--- src/design/cppm_frame_decoder_unit_defines.svh ---
// Assertion helpers shared by the decoder RTL.
`ifndef CPPM_FRAME_DECODER_UNIT_DEFINES_SVH
`define CPPM_FRAME_DECODER_UNIT_DEFINES_SVH

// Same-cycle implication, disabled while reset is asserted.
`define CPPM_ASSERT_NOW(label, clk, rst_n, ante, cons, msg) \
	label: assert property (@(posedge clk) disable iff (!rst_n) (ante) |-> (cons)) \
		else $error(msg);

// Next-cycle implication, disabled while reset is asserted.
`define CPPM_ASSERT_NEXT(label, clk, rst_n, ante, cons, msg) \
	label: assert property (@(posedge clk) disable iff (!rst_n) (ante) |=> (cons)) \
		else $error(msg);

`endif

--- src/design/cppm_pkg.sv ---
package cppm_pkg;

	localparam int CHANNELS_DEFAULT = 6;
	localparam int AUX_SLOT_DEFAULT = 4;

	localparam int TIME_W = 16;
	localparam int SLOT_W = 5;
	localparam int APB_AW = 3;
	localparam int APB_DW = 32;

	localparam logic [TIME_W-1:0] SYNC_MIN_RESET = 16'd8000;
	localparam logic [TIME_W-1:0] SYNC_MAX_RESET = 16'd18000;

	// Aux channel thresholds, in microseconds.
	localparam logic [TIME_W-1:0] AUX_LOST_WIDTH  = 16'd1300;
	localparam logic [TIME_W-1:0] AUX_FAULT_LOW   = 16'd1200;
	localparam logic [TIME_W-1:0] AUX_CALIB_LOW   = 16'd1700;
	localparam logic [TIME_W-1:0] AUX_CALIB_HIGH  = 16'd2000;

	// Register index, taken from paddr bit 2.
	localparam logic REG_SYNC_MIN = 1'b0;
	localparam logic REG_SYNC_MAX = 1'b1;

	typedef struct packed {
		logic [TIME_W-1:0] last_capture;
		logic [SLOT_W-1:0] slot_count;
		logic              frame_locked;
		logic [TIME_W-1:0] aux_width;
	} cppm_state_t;

	typedef struct packed {
		logic [TIME_W-1:0] interval;
		logic [SLOT_W-1:0] slot;
		logic              width_valid;
		logic              frame_done;
		logic              sync_lost;
		logic              locked;
		logic              link_fault;
		logic              calibrate_request;
	} cppm_result_t;

endpackage

--- src/design/cppm_step.sv ---
module cppm_step #(
	parameter int CHANNELS = cppm_pkg::CHANNELS_DEFAULT,
	parameter int AUX_SLOT = cppm_pkg::AUX_SLOT_DEFAULT
) (
	input  cppm_pkg::cppm_state_t              state,
	input  logic [cppm_pkg::TIME_W-1:0]        edge_time,
	input  logic [cppm_pkg::TIME_W-1:0]        sync_min,
	input  logic [cppm_pkg::TIME_W-1:0]        sync_max,
	output cppm_pkg::cppm_state_t              state_next,
	output cppm_pkg::cppm_result_t             result
);

	localparam logic [cppm_pkg::SLOT_W-1:0] LAST_SLOT = cppm_pkg::SLOT_W'(CHANNELS - 1);
	localparam logic [cppm_pkg::SLOT_W-1:0] NO_SLOT   = cppm_pkg::SLOT_W'(CHANNELS);
	localparam logic [cppm_pkg::SLOT_W-1:0] AUX_IDX   = cppm_pkg::SLOT_W'(AUX_SLOT);

	logic [cppm_pkg::TIME_W-1:0] diff;
	logic                        in_window;

	assign diff      = state.last_capture - edge_time;
	assign in_window = (diff > sync_min) && (diff < sync_max);

	always_comb begin
		state_next              = state;
		state_next.last_capture = edge_time;
		result                  = '0;
		result.interval         = diff;
		result.slot             = NO_SLOT;

		if (state.frame_locked) begin
			if (state.slot_count <= LAST_SLOT) begin
				result.slot        = state.slot_count;
				result.width_valid = 1'b1;
				if (state.slot_count == AUX_IDX) begin
					state_next.aux_width = diff;
				end
				if (state.slot_count == LAST_SLOT) begin
					result.frame_done = 1'b1;
				end
				state_next.slot_count = state.slot_count + 1'b1;
			end else if (in_window) begin
				state_next.slot_count = '0;
			end else begin
				state_next.frame_locked = 1'b0;
				state_next.aux_width    = cppm_pkg::AUX_LOST_WIDTH;
				result.sync_lost        = 1'b1;
			end
		end else if (in_window) begin
			state_next.slot_count   = '0;
			state_next.frame_locked = 1'b1;
		end

		result.locked = state_next.frame_locked;

		// The aux flags look at the width after this beat's update.
		result.calibrate_request = (state_next.aux_width > cppm_pkg::AUX_CALIB_LOW) &&
		                           (state_next.aux_width < cppm_pkg::AUX_CALIB_HIGH);
		result.link_fault        = ((state_next.aux_width > cppm_pkg::AUX_FAULT_LOW) &&
		                            (state_next.aux_width < cppm_pkg::AUX_CALIB_LOW)) ||
		                           result.calibrate_request;
	end

endmodule

--- src/design/cppm_frame_decoder_unit.sv ---
// Channel   Direction  Handshake            Beat contents
// in        sink       in_valid/in_ready    edge_time
// out       source     out_valid/out_ready  interval, slot, flags, aux status
// apb       slave      psel/penable         sync_min (0x0), sync_max (0x4)
//
// One capture per clock when the output does not stall: a beat is registered
// at the input, decoded from there, and its result sits in the output register.
// The decoder state advances only when the input stage moves into the output
// register, so a stall on out_ready holds both stages and backs up in_ready.
// arst_n clears the pipeline valids, the decoder state (hunting, aux 1300)
// and restores the sync window registers to 8000 and 18000.
`include "cppm_frame_decoder_unit_defines.svh"

module cppm_frame_decoder_unit #(
	parameter int CHANNELS = cppm_pkg::CHANNELS_DEFAULT,
	parameter int AUX_SLOT = cppm_pkg::AUX_SLOT_DEFAULT
) (
	input  logic                          clk,
	input  logic                          arst_n,

	input  logic                          in_valid,
	output logic                          in_ready,
	input  logic [cppm_pkg::TIME_W-1:0]   edge_time,

	output logic                          out_valid,
	input  logic                          out_ready,
	output logic [cppm_pkg::TIME_W-1:0]   interval,
	output logic [cppm_pkg::SLOT_W-1:0]   slot,
	output logic                          width_valid,
	output logic                          frame_done,
	output logic                          sync_lost,
	output logic                          locked,
	output logic                          link_fault,
	output logic                          calibrate_request,

	input  logic                          psel,
	input  logic                          penable,
	input  logic                          pwrite,
	input  logic [cppm_pkg::APB_AW-1:0]   paddr,
	input  logic [cppm_pkg::APB_DW-1:0]   pwdata,
	output logic [cppm_pkg::APB_DW-1:0]   prdata,
	output logic                          pready
);

	logic [cppm_pkg::TIME_W-1:0] sync_min_q;
	logic [cppm_pkg::TIME_W-1:0] sync_max_q;
	logic                        cfg_write;

	logic                        valid_s1;
	logic [cppm_pkg::TIME_W-1:0] edge_s1;
	logic                        adv_s1;

	logic                        valid_s2;
	cppm_pkg::cppm_result_t      result_s2;

	cppm_pkg::cppm_state_t       state_q;
	cppm_pkg::cppm_state_t       state_next;
	cppm_pkg::cppm_result_t      result;

	// Configuration port.
	assign pready    = 1'b1;
	assign cfg_write = psel && penable && pwrite && pready;

	always_ff @(posedge clk or negedge arst_n) begin
		if (!arst_n) begin
			sync_min_q <= cppm_pkg::SYNC_MIN_RESET;
			sync_max_q <= cppm_pkg::SYNC_MAX_RESET;
		end else if (cfg_write) begin
			case (paddr[2])
				cppm_pkg::REG_SYNC_MIN: sync_min_q <= pwdata[cppm_pkg::TIME_W-1:0];
				cppm_pkg::REG_SYNC_MAX: sync_max_q <= pwdata[cppm_pkg::TIME_W-1:0];
				default: ;
			endcase
		end
	end

	always_comb begin
		case (paddr[2])
			cppm_pkg::REG_SYNC_MIN:
				prdata = cppm_pkg::APB_DW'(sync_min_q);
			cppm_pkg::REG_SYNC_MAX:
				prdata = cppm_pkg::APB_DW'(sync_max_q);
			default:
				prdata = '0;
		endcase
	end

	// Pipeline control.
	assign adv_s1   = valid_s1 && (!valid_s2 || out_ready);
	assign in_ready = !valid_s1 || adv_s1;

	always_ff @(posedge clk or negedge arst_n) begin
		if (!arst_n) begin
			valid_s1 <= 1'b0;
		end else if (in_valid && in_ready) begin
			valid_s1 <= 1'b1;
		end else if (adv_s1) begin
			valid_s1 <= 1'b0;
		end
	end

	always_ff @(posedge clk) begin
		if (in_valid && in_ready) begin
			edge_s1 <= edge_time;
		end
	end

	cppm_step #(
		.CHANNELS (CHANNELS),
		.AUX_SLOT (AUX_SLOT)
	) u_step (
		.state      (state_q),
		.edge_time  (edge_s1),
		.sync_min   (sync_min_q),
		.sync_max   (sync_max_q),
		.state_next (state_next),
		.result     (result)
	);

	always_ff @(posedge clk or negedge arst_n) begin
		if (!arst_n) begin
			state_q.last_capture <= '0;
			state_q.slot_count   <= '0;
			state_q.frame_locked <= 1'b0;
			state_q.aux_width    <= cppm_pkg::AUX_LOST_WIDTH;
			valid_s2             <= 1'b0;
		end else if (adv_s1) begin
			state_q  <= state_next;
			valid_s2 <= 1'b1;
		end else if (out_ready) begin
			valid_s2 <= 1'b0;
		end
	end

	always_ff @(posedge clk) begin
		if (adv_s1) begin
			result_s2 <= result;
		end
	end

	assign out_valid         = valid_s2;
	assign interval          = result_s2.interval;
	assign slot              = result_s2.slot;
	assign width_valid       = result_s2.width_valid;
	assign frame_done        = result_s2.frame_done;
	assign sync_lost         = result_s2.sync_lost;
	assign locked            = result_s2.locked;
	assign link_fault        = result_s2.link_fault;
	assign calibrate_request = result_s2.calibrate_request;

	// While hunting, the aux width always reads as signal lost.
	`CPPM_ASSERT_NOW(a_hunt_aux_lost, clk, arst_n, !state_q.frame_locked,
		state_q.aux_width == cppm_pkg::AUX_LOST_WIDTH, "aux width not lost while hunting")

	// The end of a frame is the last slot of a valid width.
	`CPPM_ASSERT_NOW(a_frame_done_slot, clk, arst_n, valid_s2 && result_s2.frame_done,
		result_s2.width_valid && (result_s2.slot == cppm_pkg::SLOT_W'(CHANNELS - 1)),
		"frame_done without last slot width")

	// Losing sync never coincides with a stored width and leaves the block unlocked.
	`CPPM_ASSERT_NOW(a_lost_unlocked, clk, arst_n, valid_s2 && result_s2.sync_lost,
		!result_s2.locked && !result_s2.width_valid, "sync_lost with lock or width")

	// A beat that moves into the output register updates the capture history.
	`CPPM_ASSERT_NEXT(a_capture_tracks, clk, arst_n, adv_s1,
		state_q.last_capture == $past(edge_s1), "last capture not updated")

endmodule

--- config.mk ---
export PLATFORM = sky130hd
export DESIGN_NAME = cppm_frame_decoder_unit
export DESIGN_NICKNAME = d
export VERILOG_FILES = /design/src/design/cppm_pkg.sv /design/src/design/cppm_step.sv /design/src/design/cppm_frame_decoder_unit.sv
export VERILOG_INCLUDE_DIRS = /design/src /design/src/design
export SDC_FILE = /design/constraint.sdc
export NUM_CORES = 1
export LEC_CHECK = 0
export ABC_AREA = 1
export ABC_CLOCK_PERIOD_IN_PS = 4110
export BUFFER_PORTS_ARGS = -buffer_cell sky130_fd_sc_hd__buf_2
export CORE_MARGIN = 1.5
export CORE_UTILIZATION = 40
export DETAILED_ROUTE_END_ITERATION = 8
export PLACE_DENSITY = 0.68
export SYNTH_ARGS = -nofsm -noshare
export SYNTH_HDL_FRONTEND = slang
export SYNTH_SLANG_ARGS = --single-unit
--- constraint.sdc ---
create_clock -name clk -period 4.11 [get_ports clk]
set_input_delay 0.2055 -clock clk [delete_from_list [all_inputs] [get_ports clk]]
set_output_delay 0.2055 -clock clk [all_outputs]
set_load 0.05 [all_outputs]
Word level (Yosys, flattened, before mapping)

Cells that the tools add are included.

Bits in registers: 115
Output and inout bits: 62
Word-level logic and storage cells: 68

Add/subtract/negate cells: 2
$lt $le $gt $ge: 7
Eq/ne operators: 2
Muxes and demuxes: 17
Bitwise logic cells: 2
Reduce and logical (&&, ||, !) cells: 21

Operators with widths:

| operator             | count |
|---|---|
| $pmux 32 s2          | 1 |
| $mux 16              | 3 |
| $gt 16x11->1 const B | 2 |
| $lt 16x11->1 const B | 2 |
| $mux 17              | 1 |
| $gt 16x16->1         | 1 |
| $lt 16x16->1         | 1 |
| $sub 16x16->16       | 1 |
| $mux 6               | 2 |
| $eq 5x3->1 const B   | 2 |
| $mux 5               | 2 |
| $reduce_bool 2->1    | 4 |
| $logic_and 1x1->1    | 7 |
| $mux 1               | 7 |
| $reduce_and 2->1     | 3 |
| $add 5x1->5 const B  | 1 |
| $le 5x3->1 const B   | 1 |
| $logic_or 1x1->1     | 3 |
| $reduce_and 3->1     | 1 |
| $logic_not 1->1      | 2 |
| $mux 2               | 1 |
| $not 1->1            | 2 |
| $reduce_or 2->1      | 1 |

Depth between registers and ports, before layout

Gate-level depths: netlist (run 1).

Depth in word-level cells: 9
Gate-level depth with buffers: 32
Depth with buffers taken out: 32

Cells and area by module

A second synthesis (run 1) with hierarchy kept.

Cell total of the unflattened synthesis: 991
Area total of the unflattened synthesis: 7524.7 um2

By module, submodules not included:

| module                  | instances | cells an instance | area each (um2) | seq. area each (um2) |
|---|---|---|---|---|
| cppm_frame_decoder_unit | 1         | 428               | 4463.0          | 3111.7 |
| cppm_step               | 1         | 563               | 3061.7          | 0.0 |

Worst setup path before layout (run 1)

Ideal clock, no wire load.

Path type: register to register
Start: register edge_s1[0] (netlist bit)
End: register result_s2 (netlist bit link_fault), data pin
Arrival: 3.244 ns
Required time: 3.857 ns
Slack: 0.613 ns
Cell stages (with the launch flop): 32
Path through: edfxtp_1 ha_1 inv_1 fa_1 nand2_2 a21oi_2 nand2_2 nand2_2 nand2_2 nand2_1 nand2_1 and2_2 ha_1 nand2_1 inv_1 nand2_1 nand2_1 nand2_1 nand2_1 nor2_2 nand3_2 nand2_2 nand2_1 inv_1 nand2_1 nor2_1 nor2b_1 nand2_1 nand2_1 inv_1 nand2_2 nand2_1

RTL lines:

| element                | RTL line                       | text |
|---|---|---|
| start, declared        | cppm_frame_decoder_unit.sv:50  | `logic [cppm_pkg::TIME_W-1:0] edge_s1;` |
| start signal, assigned | cppm_frame_decoder_unit.sv:104 | `edge_s1 <= edge_time;` |
| end signal, assigned   | cppm_frame_decoder_unit.sv:137 | `result_s2 <= result;` |
| end, declared          | cppm_frame_decoder_unit.sv:54  | `cppm_pkg::cppm_result_t result_s2;` |

==> results of run 1 <==
[cells by family (layout without fill, tap and decap cells)]
logic type,count (synthesis),count (layout),synth area share (%)
xor+xnor,4,4,0.499
flops,115,115,44.3
simple gates,388,388,24.5
fa+ha+maj,50,50,9.01
buf+inv,174,282,10.8
compound gates,138,138,10.8
other cells,2,19,0.107
[repair_timing]
action	CTS	global route
gates resized for setup	0	26
hold endpoints to repair	45	0
endpoints found under the setup margin	0	3
buffers inserted	0	4
hold buffers	17	0
[sequential cells by signal, summed over array words and instances, names as in the netlist]
name	flops
locked	1
state_q	38
frame_done	1
sync_max_q	16
edge_s1	16
width_valid	1
link_fault	1
calibrate_request	1
out_valid	1
slot	5
interval	16
sync_lost	1
valid_s1	1
sync_min_q	16
[stage by stage]
step / area (um^2) / setup slack [ps] / power, mW / instances / hold WS [ps]
detailed placement: 7610 / 131 / 4.60 / 1168 / 384
CTS: 8380 / 90.9 / 6.14 / 1217 / 8.77
floorplan: 7090 / 613 / 3.97 / 888 / -90.1
global route: 8510 / -34.8 / 6.71 / 1221 / 31.9
global placement: 7610 / 191 / 4.55 / 1168 / 383
finish: 8510 / 222 / 6.21 / 1221 / 12.9
[worst max-delay path by stage]
stage	to	slack, ps	from
5_1_grt	link_fault	-30	edge_s1[0]
3_3_place_gp	link_fault	190	edge_s1[0]
4_1_cts	link_fault	90	edge_s1[0]
3_5_place_dp	link_fault	130	edge_s1[0]
2_1_floorplan	link_fault	610	edge_s1[0]
6_report	link_fault	220	state_q[22]
[per-layer routing]
metal	part of all wire (%)	vias to the layer above
li1	-	2991
met1	45	2643
met2	48	121
met3	4.9	26
met4	2.2	0
met5	0	-
[worst max-delay path: cells and delay by family (launching register included)]
kind	cells	cell delay [ps]
adders and majority gates	3	830
DFF	1	360
and+or+nand+nor	18	2010
buffers and inverters	5	380
AOI/OAI and AO/OA	1	70
[power by group]
part | internal, mW | total, mW | leakage, nW | switching [mW]
Sequential | 1.56 | 1.72 | 1.30 | 0.167
Combinational | 0.959 | 3.00 | 2.69 | 2.04
Clock | 0.936 | 1.49 | 0.296 | 0.553
Total | 3.45 | 6.21 | 4.28 | 2.76
[cells in the final DEF (no fill, tap or decap), types with 6 or more instances in the layout]
cell | synthesis | layout
nand2_1 | 249 | 242
buf_2 | 0 | 84
inv_1 | 134 | 132
nand3_2 | 8 | 7
nor2_4 | 6 | 8
nand2_2 | 12 | 17
buf_4 | 17 | 11
edfxtp_1 | 43 | 43
a21oi_1 | 30 | 28
nor2_1 | 44 | 39
ha_1 | 49 | 48
dfrtp_1 | 57 | 57
a21oi_2 | 6 | 7
dlygate4sd3_1 | 0 | 17
nor2_2 | 3 | 6
dfstp_2 | 15 | 15
nand4_1 | 8 | 8
clkbuf_16 | 0 | 20
conb_1 | 2 | 19
o21ai_0 | 86 | 86
nand3_1 | 39 | 39
[layout make-up]
cell class	count	area, um^2	share of cell area, %
inverter	138	523	6.15
multi-input combinational	599	3320	39.0
sequential	115	3110	36.6
clock inverter	11	93.8	1.10
clock buffer	21	504	5.93
timing repair buffer	112	673	7.91
tap	225	282	3.31
==> metrics, run 1 <==
Slew @ Worst Pin=approximately 930 ps; max-slew violation count=0; drt wl/cell=approximately 13 um; most common cell in the synthesized netlist=nand2_1; hold_sp=in_valid; TNS Setup=0 ps; NumNets Final=between 1k and 1.5k; die height=approximately 140 um; worst skew pair latency=about 430 ps; flops & latches, synth=~120; Vias/cell=approximately 4.7; Buffers on Ports=between 80 and 90; largest net degree at the start of global routing=48; Ports=120; synthesized area per cell=~8.1 um^2; Die Wd=about 140 um; Worst R2R Path Depth=27; fraction of layout cells with a size suffix above 1=between 20% and 30%; crit path max fanout=4; Crit path largest cell delay=~360 ps; worst r2r dst=link_fault; CORE AREA=17200 um^2; static leakage=about 4.3 nW; fin util=between 40% and 50%; die area=around 18000 um^2; global placer's final weighted congestion=between 0.8 and 0.9; top cells by area, synth=dfrtp_1, edfxtp_1, nand2_1; CTS Buffer Depth=2; post-synth cell types=45; Final Cycle Share=94.6%; grt peak-use layer=met2; WL final=~16 mm; root buf cell=clkbuf_16; Synth top area share=between 20 and 25%; worst r2r src=state_q[22]; Primary FF master, synth=dfrtp_1; critical path data arrival time=4070 ps; top cell type by total area after synthesis=dfrtp_1; final setup fails=0; Worst Setup Start Kind=register; vias in the first global route=5456; Max Clock Freq=257 MHz; via count=between 5k and 6k; worst ir drop on vdd=roughly 0.37 mV; number of flops mapped to enable cells by yosys=43; sequential share of the synthesized area=between 40% and 50%; min Tclk post-route=3890 ps; MaxCap Viol Count=0; ANT cells=0; Crit-path slowest cell=dfrtp_1; H-tree level count=4; clock-pin slew on the worst setup and hold paths=around 60 ps; Num CTS Buffers=17; Synthesis Warnings=0; M3 GR Usage=4.64%; CTS tree=done; Synth async-reset ratio=between 60% and 70%; DP HPWL=roughly 11 mm; Synth Instances=~870; Fill cells=~1.7k; Critical Path RT=4290 ps; Num Clock Sinks=115; Area growth, synth to finish=21.1%; clock skew=between 10 and 15 ps; critical path class=reg2reg; final hold vios=0; Final ANT Viol Nets=0; Detailed Routing Iterations Pass 1=5; initial antenna violation count=0; row count=48; CP endpoint kind=register; most frequent cells after synthesis=nand2_1, inv_1, o21ai_0; Total GRT Usage=a little under a fifth; Mapped Area=around 7000 um^2; outcome=finished clean; Rel. slew slack=37.9%; initial core utilization=between 40% and 50%; Most common cell on crit path=nand2_1; DRC=0; met1 Usage GRT=about 22%; Iteration-0 DRC Markers=approximately 290; grt total ovfl=0; first-pass GRT wire length=~26 mm; Worst Hold Class=in2reg; Power per Cell Area=roughly 730 nW/um^2; GR Util met2=between 30% and 40%; R2R Setup Slk=between 200 and 250 ps; Hold EP=valid_s1; WHS Path Cells=3
Note: power is estimated with default switching activity, not from simulation.
==> run 2, diff against run 1 <==
--- a/config.mk
+++ b/config.mk
@@ -7,9 +7,9 @@
 export NUM_CORES = 1
 export LEC_CHECK = 0
 export ABC_AREA = 1
-export ABC_CLOCK_PERIOD_IN_PS = 4110
+export ABC_CLOCK_PERIOD_IN_PS = 3700
 export BUFFER_PORTS_ARGS = -buffer_cell sky130_fd_sc_hd__buf_2
-export CORE_MARGIN = 1.5
+export CORE_MARGIN = 10
 export CORE_UTILIZATION = 40
 export DETAILED_ROUTE_END_ITERATION = 8
 export PLACE_DENSITY = 0.68
==> constraint.sdc (replaced) <==
create_clock -name clk -period 3.7 [get_ports clk]
set_input_delay 0.185 -clock clk [delete_from_list [all_inputs] [get_ports clk]]
set_output_delay 0.185 -clock clk [all_outputs]
set_load 0.05 [all_outputs]
==> run 2 against run 1 <==
Effect of this change: the run now ends with setup timing left; clock power about the same; clock skew about the same; critical path depth up 1; sequential share of layout area down 2.7 points; hold slack better by 1.1 ps; register-to-register slack worse by 240 ps; clock-buffer cell count down 3; critical path type unchanged.
==> metrics, run 2 (synthesized netlist as in run 1, its figures left out) <==
outcome=complete, but fails checks; failing checks=setup timing; ANT cells=0 (unchanged); Worst Setup Start Kind=register; R2R Setup Slk=-20 ps (-240 ps); DRC=0 (unchanged); vias in the first global route=5957 (+9.2%); drt wl/cell=13.9 um (+7.4%); largest net degree at the start of global routing=48 (unchanged); max-slew violation count=0 (unchanged); crit path max fanout=4 (unchanged); leading cell type in the layout, fill and taps excluded=nand2_1; Num Clock Sinks=115 (unchanged); worst r2r src=state_q[22]; CTS Buffer Depth=2 (unchanged); root buf cell=clkbuf_16; Num CTS Buffers=17 (unchanged); WP depth=28 (+3.7%); Total GRT Usage=15.1% (-3.2 points); min Tclk post-route=3720 ps (-171 ps); worst ir drop on vdd=0.448 mV (+21%); final setup fails=2 (+2); Slew @ Worst Pin=942 ps (+10.3 ps); Max Clock Freq=269 MHz (+4.6%); NumNets Final=1128 (+3.4%); grt total ovfl=0 (unchanged); Vias/cell=4.84 (+2.2%); Crit path largest cell delay=380 ps (+20 ps); critical path class=reg2reg; worst setup path end=link_fault; Iteration-0 DRC Markers=437 (+52%); CORE AREA=17200 um^2 (unchanged); Power per Cell Area=815 nW/um^2 (+12%); Rel. slew slack=37.0% (-0.84 points); critical path data arrival time=3890 ps (-180 ps); Detailed Routing Iterations Pass 1=7 (+2); first-pass GRT wire length=28.8 mm (+12%); WL final=17.5 mm (+11%); Worst R2R Path Depth=28 (+3.7%); Final ANT Viol Nets=0 (unchanged); row count=48 (unchanged); MaxCap Viol Count=0 (unchanged); die height=153 um (+13%); Crit-path slowest cell=dfrtp_1; CTS tree=done; Most common cell on crit path=nand2_2; Area growth, synth to finish=30.9%; worst skew pair latency=420 ps (about the same); Ports=120 (unchanged); H-tree level count=4 (unchanged); RSZ-0062 raised after global routing=yes; DP HPWL=12.6 mm (+10%); via count=6085 (+5.3%); final hold slack=14.1 ps (+1.13 ps); Buffers on Ports=84 (unchanged); fraction of layout cells with a size suffix above 1=30.1% (+9.6 points); static leakage=4.51 nW (+5.2%); max reg flops=38 (unchanged); final hold vios=0 (unchanged); Die Wd=153 um (+13%); clock-pin slew on the worst setup and hold paths=60 ps (about the same); Critical Path RT=3870 ps (-420 ps); crit path from=state_q[22]; WP buf/inv=5 (unchanged); most frequent cells in the layout=nand2_1, inv_1, buf_2, o21ai_0, dfrtp_1; CP endpoint kind=register; fin util=53.4% (+4.0 points); worst r2r dst=link_fault; initial antenna violation count=0 (unchanged); Worst Hold Class=in2reg; delay-heaviest family, CP=simple AND/OR/NAND/NOR gates; initial core utilization=40.8% (unchanged); clock skew=10.5 ps (+0.385 ps); die area=23300 um^2 (+27%); final worst slack=-16.7 ps (-239 ps); Most flops, register=state_q; Final Cycle Share=100% (+5.9 points); global placer's final weighted congestion=0.881 (-0.82%)
## run 2: changes by cell type in the layout (fill, tap and decap cells not counted), moves of 5 or more
cell / before / now
buf_4: 11 / 40
nand2_2: 17 / 35
nor2_1: 39 / 34
inv_2: 4 / 9
ha_1: 48 / 29
nand2_1: 242 / 211
ha_4: 0 / 13
dlygate4sd3_1: 17 / 22
nand3_1: 39 / 34
nand2_4: 3 / 16
inv_1: 132 / 126
ha_2: 1 / 7
## run 2: routing by layer
| layer | track usage (%) | share of wire [%] | routed length, um | vias up |
|---|---|---|---|---|
| li1 | - | - | - | 3067 |
| met1 | 18.3 | 44 | 7690 | 2847 |
| met2 | 25.2 | 50 | 8720 | 148 |
| met3 | 3.92 | 4.7 | 821 | 23 |
| met4 | 5.59 | 1.7 | 306 | 0 |
| met5 | 0 | 0 | 0 | - |
## run 2: worst min path at each step
stage,start,to,depth (start not counted)
after CTS,pwdata[12],sync_min_q[12],3
after detailed placement,arst_n,sync_min_q[3],1
after floorplan,arst_n,out_valid,0
final,pwdata[8],sync_min_q[8],3
after global routing,pwdata[11],sync_min_q[11],3
after global placement,arst_n,sync_min_q[3],1
## run 2: power breakdown
group | total, mW | internal (mW) | switching, mW
registers | 1.92 | 1.73 | 0.194
clock network | 1.52 | 0.913 | 0.604
logic | 4.05 | 1.48 | 2.57
total | 7.49 | 4.12 | 3.37
## run 2: tightest hold or removal path, cell delays in order
cell and delay [ps]:
buf_2 90, inv_1 60, o21ai_0 90
## run 2: area by class of cell
cell class              count  area [um^2]
clock buffers              18          429
multi-input cells         599         3760
repair buffers            149          975
flip-flops and latches    115         3110
clock inverters            14          116
fillers                  1553         8040
well taps                 225          282
inverters                 138          526
## run 2: stage by stage
| step | area (um^2) | TNS [ps] | power (mW) | worst slack (ps) | instances |
|---|---|---|---|---|---|
| 3_5_place_dp | 7790 | -252 | 5.29 | -136 | 1192 |
| 2_1_floorplan | 7090 | 0 | 4.41 | 203 | 888 |
| 5_1_grt | 9200 | -679 | 8.08 | -325 | 1258 |
| 3_3_place_gp | 7790 | -45.5 | 5.23 | -30.9 | 1192 |
| 6_report | 9200 | -19.2 | 7.49 | -16.7 | 1258 |
| 4_1_cts | 8830 | -14.4 | 7.13 | -14.4 | 1259 |
## run 2: repair_timing
action                                  CTS  global route
endpoints found under the setup margin    2             7
buffers inserted                         13             2
hold endpoints to repair                 43             0
pin swaps                                34            38
resized for setup                        42            91
hold buffers                             22             0
